`src/dtsd_pkg.sv`:
```
`timescale 1ns / 1ps
`default_nettype none
// ----------------------------------------------------------------------------
// dtsd_pkg: shared types and constants
// Result record, configuration record, token codes and character constants
// for the dictionary token stream decoder.
// ----------------------------------------------------------------------------
package dtsd_pkg;

    localparam int DEF_SEC_TABLE_COUNT = 4;

    // Result kinds
    localparam logic [2:0] KIND_PRIMARY   = 3'd0;
    localparam logic [2:0] KIND_SECONDARY = 3'd1;
    localparam logic [2:0] KIND_CHAR      = 3'd2;
    localparam logic [2:0] KIND_EMPTY     = 3'd3;
    localparam logic [2:0] KIND_TRUNC     = 3'd4;

    // Configuration register indexes
    localparam logic [2:0] CFG_SEC_BASE   = 3'd0;
    localparam logic [2:0] CFG_RAW8       = 3'd1;
    localparam logic [2:0] CFG_RAW20      = 3'd2;
    localparam logic [2:0] CFG_RAW32      = 3'd3;
    localparam logic [2:0] CFG_DIGITS     = 3'd4;
    localparam logic [2:0] CFG_HEX        = 3'd5;

    // Configuration reset values
    localparam logic [7:0] RST_SEC_BASE   = 8'd236;
    localparam logic [7:0] RST_RAW8       = 8'd252;
    localparam logic [7:0] RST_RAW20      = 8'd253;
    localparam logic [7:0] RST_RAW32      = 8'd254;
    localparam logic [7:0] RST_DIGITS     = 8'd255;
    localparam logic [7:0] RST_HEX        = 8'd251;

    // Characters
    localparam logic [7:0] CH_ZERO        = 8'h30;
    localparam logic [7:0] CH_DASH        = 8'h2D;
    localparam logic [7:0] CH_DOT         = 8'h2E;
    localparam logic [7:0] CH_QUEST       = 8'h3F;
    localparam logic [7:0] CH_A           = 8'h41;
    localparam logic [3:0] NIB_STOP       = 4'hF;
    localparam logic [3:0] NIB_DASH       = 4'hA;
    localparam logic [3:0] NIB_DOT        = 4'hB;
    localparam logic [3:0] NIB_TEN        = 4'hA;

    localparam int RES_SLOTS = 3;

    typedef enum logic [1:0] {
        PH_IDLE,
        PH_SEC,
        PH_LEN,
        PH_PAY
    } t_phase;

    typedef enum logic [2:0] {
        TK_NONE,
        TK_RAW8,
        TK_RAW20,
        TK_RAW32,
        TK_DIG,
        TK_HEX
    } t_tok;

    typedef struct packed {
        logic       token_done;
        logic [1:0] table_res;
        logic [2:0] kind;
        logic [7:0] value;
        logic       last;
    } t_result;

    typedef struct packed {
        logic [7:0] sec_base;
        logic [7:0] raw8;
        logic [7:0] raw20;
        logic [7:0] raw32;
        logic [7:0] digits;
        logic [7:0] hex;
    } t_cfg;

endpackage
`default_nettype wire

```
`src/dtsd_cfg.sv`:
```
`timescale 1ns / 1ps
`default_nettype none
// ----------------------------------------------------------------------------
// dtsd_cfg: marker code registers
// Holds the six token marker codes, written one at a time by index.
// ----------------------------------------------------------------------------
module dtsd_cfg
    import dtsd_pkg::*;
(
    input  wire logic       i_clk,
    input  wire logic       i_rst_n,
    input  wire logic       i_wr,
    input  wire logic [2:0] i_index,
    input  wire logic [7:0] i_data,
    output t_cfg            o_cfg
);

    t_cfg r_cfg;

    always_ff @(posedge i_clk) begin
        if (!i_rst_n) begin
            r_cfg.sec_base <= RST_SEC_BASE;
            r_cfg.raw8     <= RST_RAW8;
            r_cfg.raw20    <= RST_RAW20;
            r_cfg.raw32    <= RST_RAW32;
            r_cfg.digits   <= RST_DIGITS;
            r_cfg.hex      <= RST_HEX;
        end else if (i_wr) begin
            case (i_index)
                CFG_SEC_BASE: r_cfg.sec_base <= i_data;
                CFG_RAW8:     r_cfg.raw8     <= i_data;
                CFG_RAW20:    r_cfg.raw20    <= i_data;
                CFG_RAW32:    r_cfg.raw32    <= i_data;
                CFG_DIGITS:   r_cfg.digits   <= i_data;
                CFG_HEX:      r_cfg.hex      <= i_data;
                default: ;
            endcase
        end
    end

    assign o_cfg = r_cfg;

endmodule
`default_nettype wire

```
`src/dtsd_core.sv`:
```
`timescale 1ns / 1ps
`default_nettype none
// ----------------------------------------------------------------------------
// dtsd_core: token parser
// Holds the parse state and turns one stream byte into up to three results.
// ----------------------------------------------------------------------------
module dtsd_core
    import dtsd_pkg::*;
#(
    parameter int SECONDARY_TABLE_COUNT = DEF_SEC_TABLE_COUNT
) (
    input  wire logic       i_clk,
    input  wire logic       i_rst_n,
    input  wire logic       i_accept,
    input  wire logic [7:0] i_byte,
    input  wire logic       i_end,
    input  wire t_cfg       i_cfg,
    output t_result         o_res [RES_SLOTS],
    output logic [1:0]      o_count
);

    t_phase      r_phase, n_phase;
    t_tok        r_tok,   n_tok;
    logic [1:0]  r_lbl,   n_lbl;
    logic [31:0] r_pl,    n_pl;
    logic [1:0]  r_sec,   n_sec;
    logic        r_stop,  n_stop;

    t_result     res_a, res_b, res_t;
    logic        v_a, v_b, v_t;
    logic        go_idle;

    logic [7:0]  sec_diff;
    logic        is_sec;
    logic [7:0]  len_byte;
    logic [31:0] pl_shift;
    logic [31:0] pl_m1, pl_m2;
    logic        packed_tok, hex_tok;
    logic [8:0]  nib0, nib1;
    logic        stop_after0;
    logic        two_nibs, pay_done;

    // Character for one nibble; bit 8 is set when a character is produced.
    function automatic logic [8:0] nib_char(input logic hex, input logic stop,
                                            input logic [3:0] nib);
        logic [8:0] r;
        r = '0;
        if (hex) begin
            if (nib < NIB_TEN) r = {1'b1, CH_ZERO + {4'd0, nib}};
            else               r = {1'b1, CH_A + {4'd0, nib - NIB_TEN}};
        end else if (!stop) begin
            if (nib < NIB_TEN)         r = {1'b1, CH_ZERO + {4'd0, nib}};
            else if (nib == NIB_DASH)  r = {1'b1, CH_DASH};
            else if (nib == NIB_DOT)   r = {1'b1, CH_DOT};
            else if (nib != NIB_STOP)  r = {1'b1, CH_QUEST};
        end
        return r;
    endfunction

    assign sec_diff   = i_byte - i_cfg.sec_base;
    assign is_sec     = (i_byte >= i_cfg.sec_base)
                        && ({1'b0, sec_diff} < 9'(SECONDARY_TABLE_COUNT));
    assign len_byte   = (r_tok == TK_RAW20 && r_lbl == 2'd2) ? {4'd0, i_byte[3:0]} : i_byte;
    assign pl_shift   = {r_pl[23:0], len_byte};
    assign pl_m1      = r_pl - 32'd1;
    assign pl_m2      = r_pl - 32'd2;
    assign hex_tok    = (r_tok == TK_HEX);
    assign packed_tok = hex_tok || (r_tok == TK_DIG);
    assign two_nibs   = (pl_m1 != 32'd0);
    assign nib0       = nib_char(hex_tok, r_stop, i_byte[7:4]);
    assign stop_after0 = r_stop || (!hex_tok && i_byte[7:4] == NIB_STOP);
    assign nib1       = two_nibs ? nib_char(hex_tok, stop_after0, i_byte[3:0]) : 9'd0;
    assign pay_done   = !two_nibs || (pl_m2 == 32'd0);

    always_ff @(posedge i_clk) begin
        if (!i_rst_n) begin
            r_phase <= PH_IDLE;
            r_tok   <= TK_NONE;
            r_lbl   <= '0;
            r_pl    <= '0;
            r_sec   <= '0;
            r_stop  <= 1'b0;
        end else if (i_accept) begin
            r_phase <= n_phase;
            r_tok   <= n_tok;
            r_lbl   <= n_lbl;
            r_pl    <= n_pl;
            r_sec   <= n_sec;
            r_stop  <= n_stop;
        end
    end

    always_comb begin
        n_phase = r_phase;
        n_tok   = r_tok;
        n_lbl   = r_lbl;
        n_pl    = r_pl;
        n_sec   = r_sec;
        n_stop  = r_stop;
        res_a   = '0;
        res_b   = '0;
        res_t   = '0;
        v_a     = 1'b0;
        v_b     = 1'b0;
        go_idle = 1'b0;

        case (r_phase)
            PH_SEC: begin
                res_a.kind       = KIND_SECONDARY;
                res_a.table_res  = r_sec;
                res_a.value      = i_byte;
                res_a.token_done = 1'b1;
                v_a     = 1'b1;
                go_idle = 1'b1;
            end
            PH_LEN: begin
                n_pl = pl_shift;
                if (r_lbl != 2'd0) begin
                    n_lbl = r_lbl - 2'd1;
                end else if (pl_shift == 32'd0) begin
                    res_a.kind       = KIND_EMPTY;
                    res_a.token_done = 1'b1;
                    v_a     = 1'b1;
                    go_idle = 1'b1;
                end else begin
                    n_phase = PH_PAY;
                end
            end
            PH_PAY: begin
                if (packed_tok) begin
                    n_pl   = two_nibs ? pl_m2 : pl_m1;
                    n_stop = two_nibs ? (stop_after0 || (!hex_tok && i_byte[3:0] == NIB_STOP))
                                      : stop_after0;
                    if (nib0[8]) begin
                        res_a.kind       = KIND_CHAR;
                        res_a.value      = nib0[7:0];
                        res_a.token_done = pay_done && !nib1[8];
                        v_a = 1'b1;
                    end else if (pay_done && !nib1[8]) begin
                        // The closing byte produced nothing: mark the end anyway.
                        res_a.kind       = KIND_EMPTY;
                        res_a.token_done = 1'b1;
                        v_a = 1'b1;
                    end
                    if (nib1[8]) begin
                        res_b.kind       = KIND_CHAR;
                        res_b.value      = nib1[7:0];
                        res_b.token_done = pay_done;
                        v_b = 1'b1;
                    end
                    go_idle = pay_done;
                end else begin
                    n_pl             = pl_m1;
                    res_a.kind       = KIND_CHAR;
                    res_a.value      = i_byte;
                    res_a.token_done = (pl_m1 == 32'd0);
                    v_a     = 1'b1;
                    go_idle = (pl_m1 == 32'd0);
                end
            end
            default: begin
                n_tok  = TK_NONE;
                n_lbl  = '0;
                n_pl   = '0;
                n_stop = 1'b0;
                if (is_sec) begin
                    n_sec   = sec_diff[1:0];
                    n_phase = PH_SEC;
                end else if (i_byte == i_cfg.raw8) begin
                    n_tok   = TK_RAW8;
                    n_phase = PH_LEN;
                end else if (i_byte == i_cfg.raw20) begin
                    n_tok   = TK_RAW20;
                    n_lbl   = 2'd2;
                    n_phase = PH_LEN;
                end else if (i_byte == i_cfg.raw32) begin
                    n_tok   = TK_RAW32;
                    n_lbl   = 2'd3;
                    n_phase = PH_LEN;
                end else if (i_byte == i_cfg.digits) begin
                    n_tok   = TK_DIG;
                    n_phase = PH_LEN;
                end else if (i_byte == i_cfg.hex) begin
                    n_tok   = TK_HEX;
                    n_phase = PH_LEN;
                end else begin
                    res_a.kind       = KIND_PRIMARY;
                    res_a.value      = i_byte;
                    res_a.token_done = 1'b1;
                    v_a     = 1'b1;
                    n_phase = PH_IDLE;
                end
            end
        endcase

        if (go_idle) begin
            n_phase = PH_IDLE;
        end

        // A token still open at the end of the buffer is cut off.
        v_t = i_end && (n_phase != PH_IDLE);
        res_t.kind       = KIND_TRUNC;
        res_t.token_done = 1'b1;
        if (v_t) begin
            go_idle = 1'b1;
            n_phase = PH_IDLE;
        end

        if (go_idle) begin
            n_tok  = TK_NONE;
            n_lbl  = '0;
            n_pl   = '0;
            n_stop = 1'b0;
        end
    end

    // Pack the valid results to the front and flag the final one.
    always_comb begin
        o_res[0] = v_a ? res_a : (v_b ? res_b : res_t);
        o_res[1] = (v_a && v_b) ? res_b : res_t;
        o_res[2] = res_t;
        o_count  = 2'({1'b0, v_a} + {1'b0, v_b} + {1'b0, v_t});
        o_res[0].last = (o_count == 2'd1);
        o_res[1].last = (o_count == 2'd2);
        o_res[2].last = (o_count == 2'd3);
    end

endmodule
`default_nettype wire

```
`src/dtsd_outq.sv`:
```
`timescale 1ns / 1ps
`default_nettype none
// ----------------------------------------------------------------------------
// dtsd_outq: result register
// Holds the results of one input byte and presents them one per transaction.
// ----------------------------------------------------------------------------
module dtsd_outq
    import dtsd_pkg::*;
(
    input  wire logic  i_clk,
    input  wire logic  i_rst_n,
    input  wire logic  i_load,
    input  wire t_result i_res [RES_SLOTS],
    input  wire logic [1:0] i_count,
    input  wire logic  i_ready,
    output logic       o_valid,
    output t_result    o_res,
    output logic       o_can_load
);

    logic [1:0] r_cnt;
    t_result    r_slot [RES_SLOTS];
    logic       pop;

    assign pop        = (r_cnt != 2'd0) && i_ready;
    assign o_can_load = (r_cnt == 2'd0) || (r_cnt == 2'd1 && i_ready);
    assign o_valid    = (r_cnt != 2'd0);
    assign o_res      = r_slot[0];

    always_ff @(posedge i_clk) begin
        if (!i_rst_n) begin
            r_cnt <= '0;
        end else if (i_load) begin
            r_cnt <= i_count;
        end else if (pop) begin
            r_cnt <= r_cnt - 2'd1;
        end
    end

    always_ff @(posedge i_clk) begin
        if (i_load) begin
            r_slot <= i_res;
        end else if (pop) begin
            r_slot[0] <= r_slot[1];
            r_slot[1] <= r_slot[2];
        end
    end

endmodule
`default_nettype wire

```
`src/dictionary_token_stream_decoder.sv`:
```
`timescale 1ns / 1ps
`default_nettype none
// The first result of a byte is shown in the cycle after its transaction.
// Throughput: one byte per cycle when it yields at most one result and m_axis_tready is
// high; a byte with more results holds the result register until its single read port drains it.
// Reset (synchronous, active low) returns the parser to idle, empties the result
// register and restores the default marker codes.
// ----------------------------------------------------------------------------
// dictionary_token_stream_decoder: compact token stream parser
// Decodes dictionary indices, raw strings and packed nibble strings byte by byte.
// ----------------------------------------------------------------------------
module dictionary_token_stream_decoder
    import dtsd_pkg::*;
#(
    parameter int SECONDARY_TABLE_COUNT = DEF_SEC_TABLE_COUNT
) (
    input  wire logic       i_clk,
    input  wire logic       i_rst_n,
    input  wire logic       s_axis_tvalid,
    output logic            s_axis_tready,
    input  wire logic [7:0] s_axis_tdata,   // [7:0] data_byte
    input  wire logic       s_axis_tlast,   // buffer_end
    output logic            m_axis_tvalid,
    input  wire logic       m_axis_tready,
    output logic [7:0]      m_axis_tdata,   // [7:0] value
    output logic [7:0]      m_axis_tuser,   // [2:0] kind, [4:3] table_res, [5] token_done
    output logic            m_axis_tlast,   // last
    input  wire logic       i_cfg_valid,
    output logic            o_cfg_ready,
    input  wire logic [2:0] i_cfg_index,
    input  wire logic [7:0] i_cfg_data
);

    t_cfg       cfg;
    t_result    core_res [RES_SLOTS];
    logic [1:0] core_count;
    t_result    out_res;
    logic       can_load;
    logic       accept;

    assign o_cfg_ready   = 1'b1;
    assign s_axis_tready = can_load;
    assign accept        = s_axis_tvalid && can_load;

    dtsd_cfg u_cfg (
        .i_clk   (i_clk),
        .i_rst_n (i_rst_n),
        .i_wr    (i_cfg_valid),
        .i_index (i_cfg_index),
        .i_data  (i_cfg_data),
        .o_cfg   (cfg)
    );

    dtsd_core #(
        .SECONDARY_TABLE_COUNT (SECONDARY_TABLE_COUNT)
    ) u_core (
        .i_clk    (i_clk),
        .i_rst_n  (i_rst_n),
        .i_accept (accept),
        .i_byte   (s_axis_tdata),
        .i_end    (s_axis_tlast),
        .i_cfg    (cfg),
        .o_res    (core_res),
        .o_count  (core_count)
    );

    dtsd_outq u_outq (
        .i_clk      (i_clk),
        .i_rst_n    (i_rst_n),
        .i_load     (accept),
        .i_res      (core_res),
        .i_count    (core_count),
        .i_ready    (m_axis_tready),
        .o_valid    (m_axis_tvalid),
        .o_res      (out_res),
        .o_can_load (can_load)
    );

    assign m_axis_tdata = out_res.value;
    assign m_axis_tuser = {2'b00, out_res.token_done, out_res.table_res, out_res.kind};
    assign m_axis_tlast = out_res.last;

endmodule
`default_nettype wire

```
`config.mk`:
```
export PLATFORM = sky130hd
export DESIGN_NAME = dictionary_token_stream_decoder
export DESIGN_NICKNAME = d
export VERILOG_FILES = /design/src/dtsd_pkg.sv /design/src/dtsd_cfg.sv /design/src/dtsd_core.sv /design/src/dtsd_outq.sv /design/src/dictionary_token_stream_decoder.sv
export SDC_FILE = /design/constraint.sdc
export NUM_CORES = 1
export LEC_CHECK = 0
export BUFFER_PORTS_ARGS = -buffer_cell sky130_fd_sc_hd__clkbuf_2
export CORE_MARGIN = 1
export CORE_UTILIZATION = 25
export CTS_BUF_LIST = sky130_fd_sc_hd__clkbuf_2 sky130_fd_sc_hd__clkbuf_4 sky130_fd_sc_hd__clkbuf_8
export CTS_CLUSTER_SIZE = 30
export DETAILED_ROUTE_END_ITERATION = 16
export PLACE_DENSITY_LB_ADDON = 0.2
export REMOVE_ABC_BUFFERS = 1
export SYNTH_ARGS = -nofsm -noshare
export SYNTH_HDL_FRONTEND = slang
export SYNTH_SLANG_ARGS = --single-unit
export TNS_END_PERCENT = 20
```
`constraint.sdc`:
```
create_clock -name i_clk -period 9.8 [get_ports i_clk]
set_clock_uncertainty 0.1 [all_clocks]
set_input_delay 1.96 -clock i_clk [delete_from_list [all_inputs] [get_ports i_clk]]
set_output_delay 1.96 -clock i_clk [all_outputs]
set_load 0.005 [all_outputs]
```
==> results.cfg, run 1 <==
[clocking]
cts_hold_buf = 0
clk-insertion-delay-late_ns = 0.47
cts_buffers = 17
postCtsSetupRepairBufs = 0
ctsResizeCount = 0
htreeDepth = 4
root_buffer = clkbuf_8
cts_tree = yes
path_clk_slew_ns = 0.07
cts_num_sinks = 119
cts.path.max_buffers = 2

[layout]
fin_util = 0.2802
diodes = 0
final_layout_size_suffix_gt1_frac = 0.09890
final_cell_mix = nand2_1, dfxtp_1, nor2_1
nets = 1138
nFillCells = 3722
layout.cells.most_common = nand2_1
syn_to_final_growth_pct = 9.571

[synth]
avgSynthCellArea_um2 = 7.870
yosysWarnings = 0
ys_ff_latch = 119
synth_top_area_cell = dfxtp_1
synthArstFlopShare = 0
ys_seq_area_frac = 0.3070
syn_area_um2 = 8641
synth_edf_count = 27
synthTopCellsByArea = dfxtp_1, edfxtp_1, nand2_1, xnor2_1, ha_1
ys.flop_type = dfxtp_1
ys_types = 93
synthCells = 1098
synth_top_cell_area_share = 0.2131

[min_path]
holdPathEnd = u_cfg.o_cfg[44]$_SDFFE_PN0P_
hold_depth = 2
hp-class = reg -> reg
worstHoldStart = u_cfg.o_cfg[44]$_SDFFE_PN0P_

[outcome]
status = finished clean

[pwr]
p_total_w = 0.001322
comb_power_share = 0.202
swShare = 0.3095
p_sw_w = 0.0004093
p_int_w = 0.0009129
p_leak_nw = 3.640
pwr-share-clk = 0.382
ir_drop_mv = 0.05479
seq_power_share = 0.415
powerDensity_nw_per_um2 = 139.6

[grt]
grt_pass1_wl_mm = 46.95
grt_max_degree = 63
overflow = 0
antenna_found_initial = 0
grt_usage = 0.1726
grt_pass1_vias = 7894

[sta]
max_slew_margin = 0.2160
finalSetupViolCount = 0
setup_slack_ns = 3.811
fin_crit_sh = 0.6111
rsz0062_at_grt = false
hold_violations = 0
period_minus_slack_ns = 5.989
maxSlewViolCount = 0
tightest_slew_ns = 1.160
setup_tns_ns = 0
max_freq_mhz = 167.0

[placement]
io_buffers = 41
dp_slack_ns = 3.361
globalplace.congestion = 0.9274
dp_hpwl_mm = 20.87

[critical_path]
worst_ep_arrival_time_ns = 6.23
max_stage_delay_ns = 0.82
r2r_start = u_core.r_pl[0]$_SDFFE_PN0P_
crit_required_ns = 10.04
endpoint_kind = flop
crit_chain = clkbuf_2 > inv_1 > ha_1 > fa_1 > nor2b_1 > o31a_1 > o311a_1 > o211ai_1 > a2111oi_0 > o31ai_1 > buf_4 > a31oi_1 > o21ai_2 > and2_1 > a221o_1
start_kind = input pin
cp.depth = 15
path_class = in -> reg
crit_slowest_cell = a2111oi_0
reg2reg_to = u_outq.o_res[0]$_DFFE_PP_
worstRegToRegCells = 14
cp_top_family = compound AO/OA/AOI/OAI gates
critical_path_buf_inv_count = 3
critPathMaxFanout = 15
r2r_slack_ns = 3.99

[route]
ant_nets = 0
vias = 8173
drtPass1Iterations = 5
wl_per_cell_um = 19.71
drt_wl_total_mm = 30.35
drc = 0
vias_per_cell = 5.307
first_iter_violations = 651

[floorplan]
die_h_um = 187.9
dieArea_um2 = 35310
row_count = 67
coreArea_um2 = 33780
start_util = 0.2558
num_io_pins = 45
die_w_um = 187.9

[flow_run]
drv.max_cap_violation_count = 0
[stage by stage]
step	area, µm²	hold slack (ns)	std cells
5_1_grt	9468	0.4025	1540
3_5_place_dp	9041	0.3604	1508
4_1_cts	9468	0.3710	1540
3_3_place_gp	9041	0.3426	1508
2_1_floorplan	8215	0.3363	1011
6_report	9468	0.3676	1540
[tightest hold or removal path, delay by kind of cell (launching register included)]
kind | cells | cell delay, ns
flip-flops | 1 | 0.31
AO/OA/AOI/OAI | 1 | 0.06
AND/OR/NAND/NOR | 1 | 0.05
[sequential cells by signal, indices dropped and copies added, names as in the netlist]
| name | count |
|---|---|
| u_outq.r_cnt | 2 |
| u_core.r_pl | 32 |
| u_core.r_tok | 3 |
| u_core.r_stop | 1 |
| u_core.r_lbl | 2 |
| u_outq.o_res | 15 |
| u_core.r_sec | 2 |
| u_outq.r_slot | 12 |
| u_core.r_phase | 2 |
| u_cfg.o_cfg | 48 |
[synthesized netlist by cell type, drive strengths merged, types with 19 or more instances]
library cell,instances
a21oi,31
buf,38
clkbuf,50
dfxtp,92
edfxtp,27
ha,32
inv,47
nand2,169
nand3,69
nand4,21
nor2,80
nor3,34
nor4,20
o211ai,19
o21ai,44
xnor2,59
[power groups by stage]
| stage | Sequential, W | Clock (W) | Combinational [W] |
|---|---|---|---|
| 3_5_place_dp | 0.000561 | 0 | 0.000267 |
| 4_1_cts | 0.000549 | 0.000515 | 0.000268 |
| 6_report | 0.000549 | 0.000505 | 0.000268 |
| 2_1_floorplan | 0.000557 | 0 | 0.000169 |
| 3_3_place_gp | 0.000560 | 0 | 0.000268 |
| 5_1_grt | 0.000552 | 0.000537 | 0.000296 |
[area by class of cell]
| type | count | area, µm² | share of cell area |
|---|---|---|---|
| inverters | 49 | 183.9 | 0.01943 |
| clock buffers | 24 | 305.3 | 0.03225 |
| repair buffers | 49 | 265.3 | 0.02802 |
| flip-flops and latches | 119 | 2653 | 0.2802 |
| multi-input cells | 843 | 5379 | 0.5681 |
| well taps | 448 | 560.5 | 0.05920 |
| clock inverters | 8 | 121.4 | 0.01282 |
[worst max path at each step]
stage	startpoint	endpoint	slack, ns
after floorplan	s_axis_tdata[0]	u_core.r_pl[8]$_SDFFE_PN0P_	4.60
after global placement	s_axis_tdata[0]	u_core.r_pl[8]$_SDFFE_PN0P_	3.50
after detailed placement	s_axis_tdata[0]	u_core.r_pl[8]$_SDFFE_PN0P_	3.36
after CTS	s_axis_tdata[0]	u_core.r_pl[8]$_SDFFE_PN0P_	3.82
after global routing	s_axis_tdata[0]	u_core.r_pl[8]$_SDFFE_PN0P_	3.45
final	s_axis_tdata[0]	u_core.r_pl[8]$_SDFFE_PN0P_	3.81
[layer usage]
metal	wire length (µm)	track usage
met5	0	0
met2	13740	0.2692
met4	689	0.06285
met3	1579	0.02864
met1	14340	0.2378
[cells by family (layout without fill, tap and decap cells)]
kind of cell / count (synthesis) / count (layout) / share of synthesized area
buffers and inverters: 137 / 130 / 0.07095
multiplexers: 16 / 16 / 0.01984
AO/OA/AOI/OAI: 235 / 235 / 0.1974
XOR/XNOR: 77 / 77 / 0.07805
flip-flops: 119 / 119 / 0.3070
adder cells (fa/ha/maj): 34 / 34 / 0.05097
other: 2 / 3 / 0.0008691
AND/OR/NAND/NOR: 478 / 478 / 0.2750
Note: power is estimated with default switching activity, not from simulation.
==> inputs of run 2 (changes only) <==
- clock period: 9.8 -> 4.8 ns (I/O delays scaled with it)
==> run 2 against run 1 <==
  * First-iteration DRC count is 1.7% higher
  * Worst hold slack worse by 0.0021 ns
  * Register-to-register slack worse by 3.7 ns
  * Critical path type is now reg -> reg
==> results.cfg, run 2 (synthesis gave the netlist of run 1 again) <==
[outcome]
status = finished clean

[layout]
nets = 1208
final_layout_size_suffix_gt1_frac = 0.1540
syn_to_final_growth_pct = 15.39
fin_area_um2 = 9971
final_cell_mix = nand2_1, dfxtp_1, nor2_1
layout.cells.most_common = nand2_1
nFillCells = 3663
largest_reg_flops = 48
stdcell_count = 1611

[min_path]
worstHoldStart = u_cfg.o_cfg[44]$_SDFFE_PN0P_
hp-class = reg -> reg

[clocking]
cts_tree = yes
htreeDepth = 4
root_buffer = clkbuf_8
cts_num_sinks = 119
cts.path.max_buffers = 2
path_clk_slew_ns = 0.08
cts_buffers = 17
clk-insertion-delay-late_ns = 0.47

[floorplan]
dieArea_um2 = 35310
coreArea_um2 = 33780
row_count = 67
start_util = 0.2558
die_h_um = 187.9
num_io_pins = 45
die_w_um = 187.9

[route]
vias = 8448
wl_per_cell_um = 19.53
drc = 0
ant_nets = 0
vias_per_cell = 5.244
drt_wl_total_mm = 31.46
drtPass1Iterations = 5
first_iter_violations = 662

[placement]
dp_hpwl_mm = 23.09
io_buffers = 41
globalplace.congestion = 0.9065
dpl.cell_count = 1578
post_dp_cell_area_um2 = 9567

[critical_path]
crit_chain = inv_1 > ha_1 > or4b_2 > nor4_1 > buf_4 > xnor2_1 > nand4_1 > or4_4 > or2_4 > and3_4 > a22oi_4 > inv_1 > fa_1 > nand3b_1 > nand2_1
critical_path_buf_inv_count = 3
critPathMaxFanout = 8
max_stage_delay_ns = 0.71
cp-startpoint = u_core.r_pl[2]$_SDFFE_PN0P_
cp_top_family = simple AND/OR/NAND/NOR gates
path_class = reg -> reg
r2r_start = u_core.r_pl[2]$_SDFFE_PN0P_
crit_slowest_cell = or4b_2
start_kind = flop
worst_ep_arrival_time_ns = 4.64
endpoint_kind = flop
crit_top_cell = inv_1
crit_required_ns = 4.91

[sta]
maxSlewViolCount = 0
finalSetupViolCount = 0
tightest_slew_ns = 0.9574
rsz0062_at_grt = false
max_freq_mhz = 220.7
hold_ws_ns = 0.3655
hold_violations = 0
setup_tns_ns = 0
period_minus_slack_ns = 4.531
fin_crit_sh = 0.9439
max_slew_margin = 0.3568

[grt]
grt_max_degree = 33
overflow = 0
grt_pass1_wl_mm = 48.78
grt_usage = 0.1800
grt_pass1_vias = 8213
antenna_found_initial = 1

[pwr]
ir_drop_mv = 0.1528
p_leak_nw = 3.978
powerDensity_nw_per_um2 = 268.6

[flow_run]
drv.max_cap_violation_count = 0
-- run 2: routing by layer --
layer,track usage,share of wire
met1,0.2423,0.47
met2,0.2887,0.46
met3,0.02658,0.047
met4,0.06911,0.024
met5,0,0
-- run 2: path summary, 6_finish.rpt --
path | end | slack (ns) | depth (start not counted)
max | u_outq.o_res[0]$_DFFE_PP_ | 0.27 | 15
min reg2reg | u_cfg.o_cfg[44]$_SDFFE_PN0P_ | 0.37 | 2
max reg2reg | u_outq.o_res[0]$_DFFE_PP_ | 0.27 | 15
min | u_cfg.o_cfg[44]$_SDFFE_PN0P_ | 0.37 | 2
-- run 2: stage by stage --
step / utilization / worst slack, ns / total power [W]
finish: 0.2951 / 0.2693 / 0.002678
global route: 0.2951 / 0.09464 / 0.002800
CTS: 0.2950 / 0.2056 / 0.002695
detailed placement: 0.2832 / -0.03530 / 0.001732
global placement: 0.2832 / -0.0003655 / 0.001734
floorplan: - / 0.1035 / 0.001483
-- run 2: timing repair --
item,4_1_cts,5_1_grt
hold buffers,0,0
hold endpoints to repair,0,0
gates resized for setup,0,2
buffers inserted,0,0
endpoints found under the setup margin,0,3
-- run 2: power by group --
group	total [W]	switching [W]	internal [W]
Clock	0.000968	0.000467	0.000501
Combinational	0.000597	0.000371	0.000227
Sequential	0.00111	0.0000223	0.00109
Total	0.00268	0.000860	0.00182
-- run 2: worst reg2reg max path, stage by stage (launching register included) --
cell      delay (ns)
dfxtp_1         0.39
inv_1           0.15
ha_1            0.17
or4b_2          0.71
nor4_1          0.26
buf_4           0.19
xnor2_1         0.14
nand4_1         0.12
or4_4           0.55
or2_4           0.33
and3_4          0.18
a22oi_4         0.15
inv_1           0.07
fa_1            0.58
nand3b_1        0.13
nand2_1         0.05
-- run 2: area by class of cell --
type,instances,area [µm²],area share
tap,448,560.5,0.05622
sequential,119,2653,0.2660
clock buffer,21,276.5,0.02773
inverter,49,183.9,0.01845
antenna,1,2.502,0.0002510
multi-input combinational,843,5383,0.5398
timing repair buffer,119,790.8,0.07931
clock inverter,11,121.4,0.01217
==> inputs of run 3 (changes only) <==
- CELL_PAD_IN_SITES_DETAIL_PLACEMENT: default -> 0
- CELL_PAD_IN_SITES_GLOBAL_PLACEMENT: default -> 1
- CTS_CLUSTER_DIAMETER: default -> 80
- SETUP_SLACK_MARGIN: default -> 0.2
==> run 3 against run 2 <==
  * Count of clock-buffer cells in the layout stayed put
  * Power rose by 5.0%
  * Worst hold slack better by 0.0014 ns
  * Critical path depth down 3
  * Sequential share of layout area is 0.23 points lower
  * Register-to-register slack better by 0.14 ns
  * Critical path type unchanged
  * Critical endpoint unchanged
==> results.cfg, run 3 (synthesis gave the netlist of run 1 again) <==
[sta]
max_freq_mhz = 227.7
setup_tns_ns = 0
setup_slack_ns = 0.4084
fin_crit_sh = 0.9149
finalSetupViolCount = 0
hold_ws_ns = 0.3669
period_minus_slack_ns = 4.392
max_slew_margin = 0.3040
hold_violations = 0
rsz0062_at_grt = false
maxSlewViolCount = 0
tightest_slew_ns = 1.036

[clocking]
cts_tree = yes
path_clk_slew_ns = 0.07
cts.path.max_buffers = 2
clk-insertion-delay-late_ns = 0.47
cts_buffers = 17
postCtsSetupRepairBufs = 0
htreeDepth = 4
cts_num_sinks = 119
root_buffer = clkbuf_8

[min_path]
holdPathEnd = u_cfg.o_cfg[44]$_SDFFE_PN0P_
hold_depth = 2
worstHoldStart = u_cfg.o_cfg[44]$_SDFFE_PN0P_
hp-class = reg -> reg

[critical_path]
crit_required_ns = 4.91
start_kind = flop
endpoint_kind = flop
critPathMaxFanout = 7
r2r_start = u_core.r_pl[12]$_SDFFE_PN0P_
worstRegToRegCells = 12
worst_ep_arrival_time_ns = 4.50
r2r_slack_ns = 0.41
reg2reg_to = u_outq.o_res[0]$_DFFE_PP_
path_class = reg -> reg

[pwr]
ir_drop_mv = 0.1633
p_leak_nw = 4.008
powerDensity_nw_per_um2 = 279.4

[layout]
diodes = 0
largest_reg_flops = 48
multi_input_area_um2 = 5424
nets = 1208
final_cell_mix = nand2_1, dfxtp_1, nor2_1
ff_latch_area_um2 = 2654
nFillCells = 3639
layout.cells.most_common = nand2_1
final_layout_size_suffix_gt1_frac = 0.1593
syn_to_final_growth_pct = 16.46

[grt]
grt_pass1_vias = 8159
grt_max_degree = 32
grt_usage = 0.1879
antenna_found_initial = 0
grt_pass1_wl_mm = 50.64
overflow = 0

[placement]
io_buffers = 41
globalplace.congestion = 0.8608
dp_hpwl_mm = 24.56
dp_slack_ns = 0.1469

[floorplan]
row_count = 67
num_io_pins = 45
dieArea_um2 = 35310
start_util = 0.2558
die_h_um = 187.9
coreArea_um2 = 33780
die_w_um = 187.9

[route]
drtPass1Iterations = 6
drt_wl_total_mm = 33.20
ant_nets = 0
vias_per_cell = 5.248
drc = 0
wl_per_cell_um = 20.64
first_iter_violations = 736
vias = 8444

[outcome]
status = finished clean

[flow_run]
drv.max_cap_violation_count = 0
==> run 3: worst max path at each step <==
stage / from / to / slack, ns
detailed placement: u_core.r_pl[2]$_SDFFE_PN0P_ / u_outq.o_res[0]$_DFFE_PP_ / 0.15
global route: u_core.r_pl[12]$_SDFFE_PN0P_ / u_outq.o_res[0]$_DFFE_PP_ / 0.23
global placement: u_core.r_pl[2]$_SDFFE_PN0P_ / u_outq.o_res[0]$_DFFE_PP_ / 0.1
finish: u_core.r_pl[12]$_SDFFE_PN0P_ / u_outq.o_res[0]$_DFFE_PP_ / 0.41
CTS: u_core.r_pl[2]$_SDFFE_PN0P_ / u_outq.o_res[0]$_DFFE_PP_ / 0.21
floorplan: u_core.r_pl[0]$_SDFFE_PN0P_ / u_outq.o_res[0]$_DFFE_PP_ / 0.10
==> run 3: metrics by stage <==
step / instance area, µm² / util / power, W / instances
6_report: 10060 / 0.2979 / 0.002812 / 1609
4_1_cts: 10030 / 0.2969 / 0.002835 / 1609
2_1_floorplan: 8215 / - / 0.001483 / 1011
5_1_grt: 10060 / 0.2979 / 0.002947 / 1609
3_3_place_gp: 9572 / 0.2833 / 0.001742 / 1578
3_5_place_dp: 9572 / 0.2833 / 0.001738 / 1578
==> run 3: final cells by class <==
class	instances	share of cell area
clock inverter	10	0.01666
inverter	49	0.01828
sequential	119	0.2637
tap	448	0.05570
timing repair buffer	119	0.07858
multi-input combinational	843	0.5390
clock buffer	21	0.02810
==> run 3: repair_timing <==
action | CTS | global route
hold buffers | 0 | 0
pin swaps | 0 | 1
gates resized for setup | 2 | 7
endpoints found under the setup margin | 3 | 13
==> run 3: critical path, cell delays in order, from the launching register on <==
cell and delay [ns]:
dfxtp_1 0.38, or4_1 0.56, or4_1 0.63, xor2_2 0.25, a31oi_1 0.13, or4_4 0.59
or2_4 0.33, and3_4 0.18, a22oi_4 0.15, inv_1 0.08, fa_1 0.59, nand3b_1 0.13
nand2_1 0.06
==> run 3: power by group <==
part | internal [W] | switching (W) | total [W]
Sequential | 0.00109 | 0.0000232 | 0.00111
Combinational | 0.000229 | 0.000376 | 0.000605
Clock | 0.000614 | 0.000479 | 0.00109
Total | 0.00193 | 0.000878 | 0.00281
==> run 3: layer usage <==
| metal | GRT usage | vias to the layer above | share of wire |
|---|---|---|---|
| met3 | 0.02770 | 36 | 0.042 |
| met4 | 0.05972 | 0 | 0.016 |
| met2 | 0.2963 | 210 | 0.45 |
| li1 | - | 4068 | - |
| met5 | 0 | - | 0 |
| met1 | 0.2616 | 4130 | 0.49 |
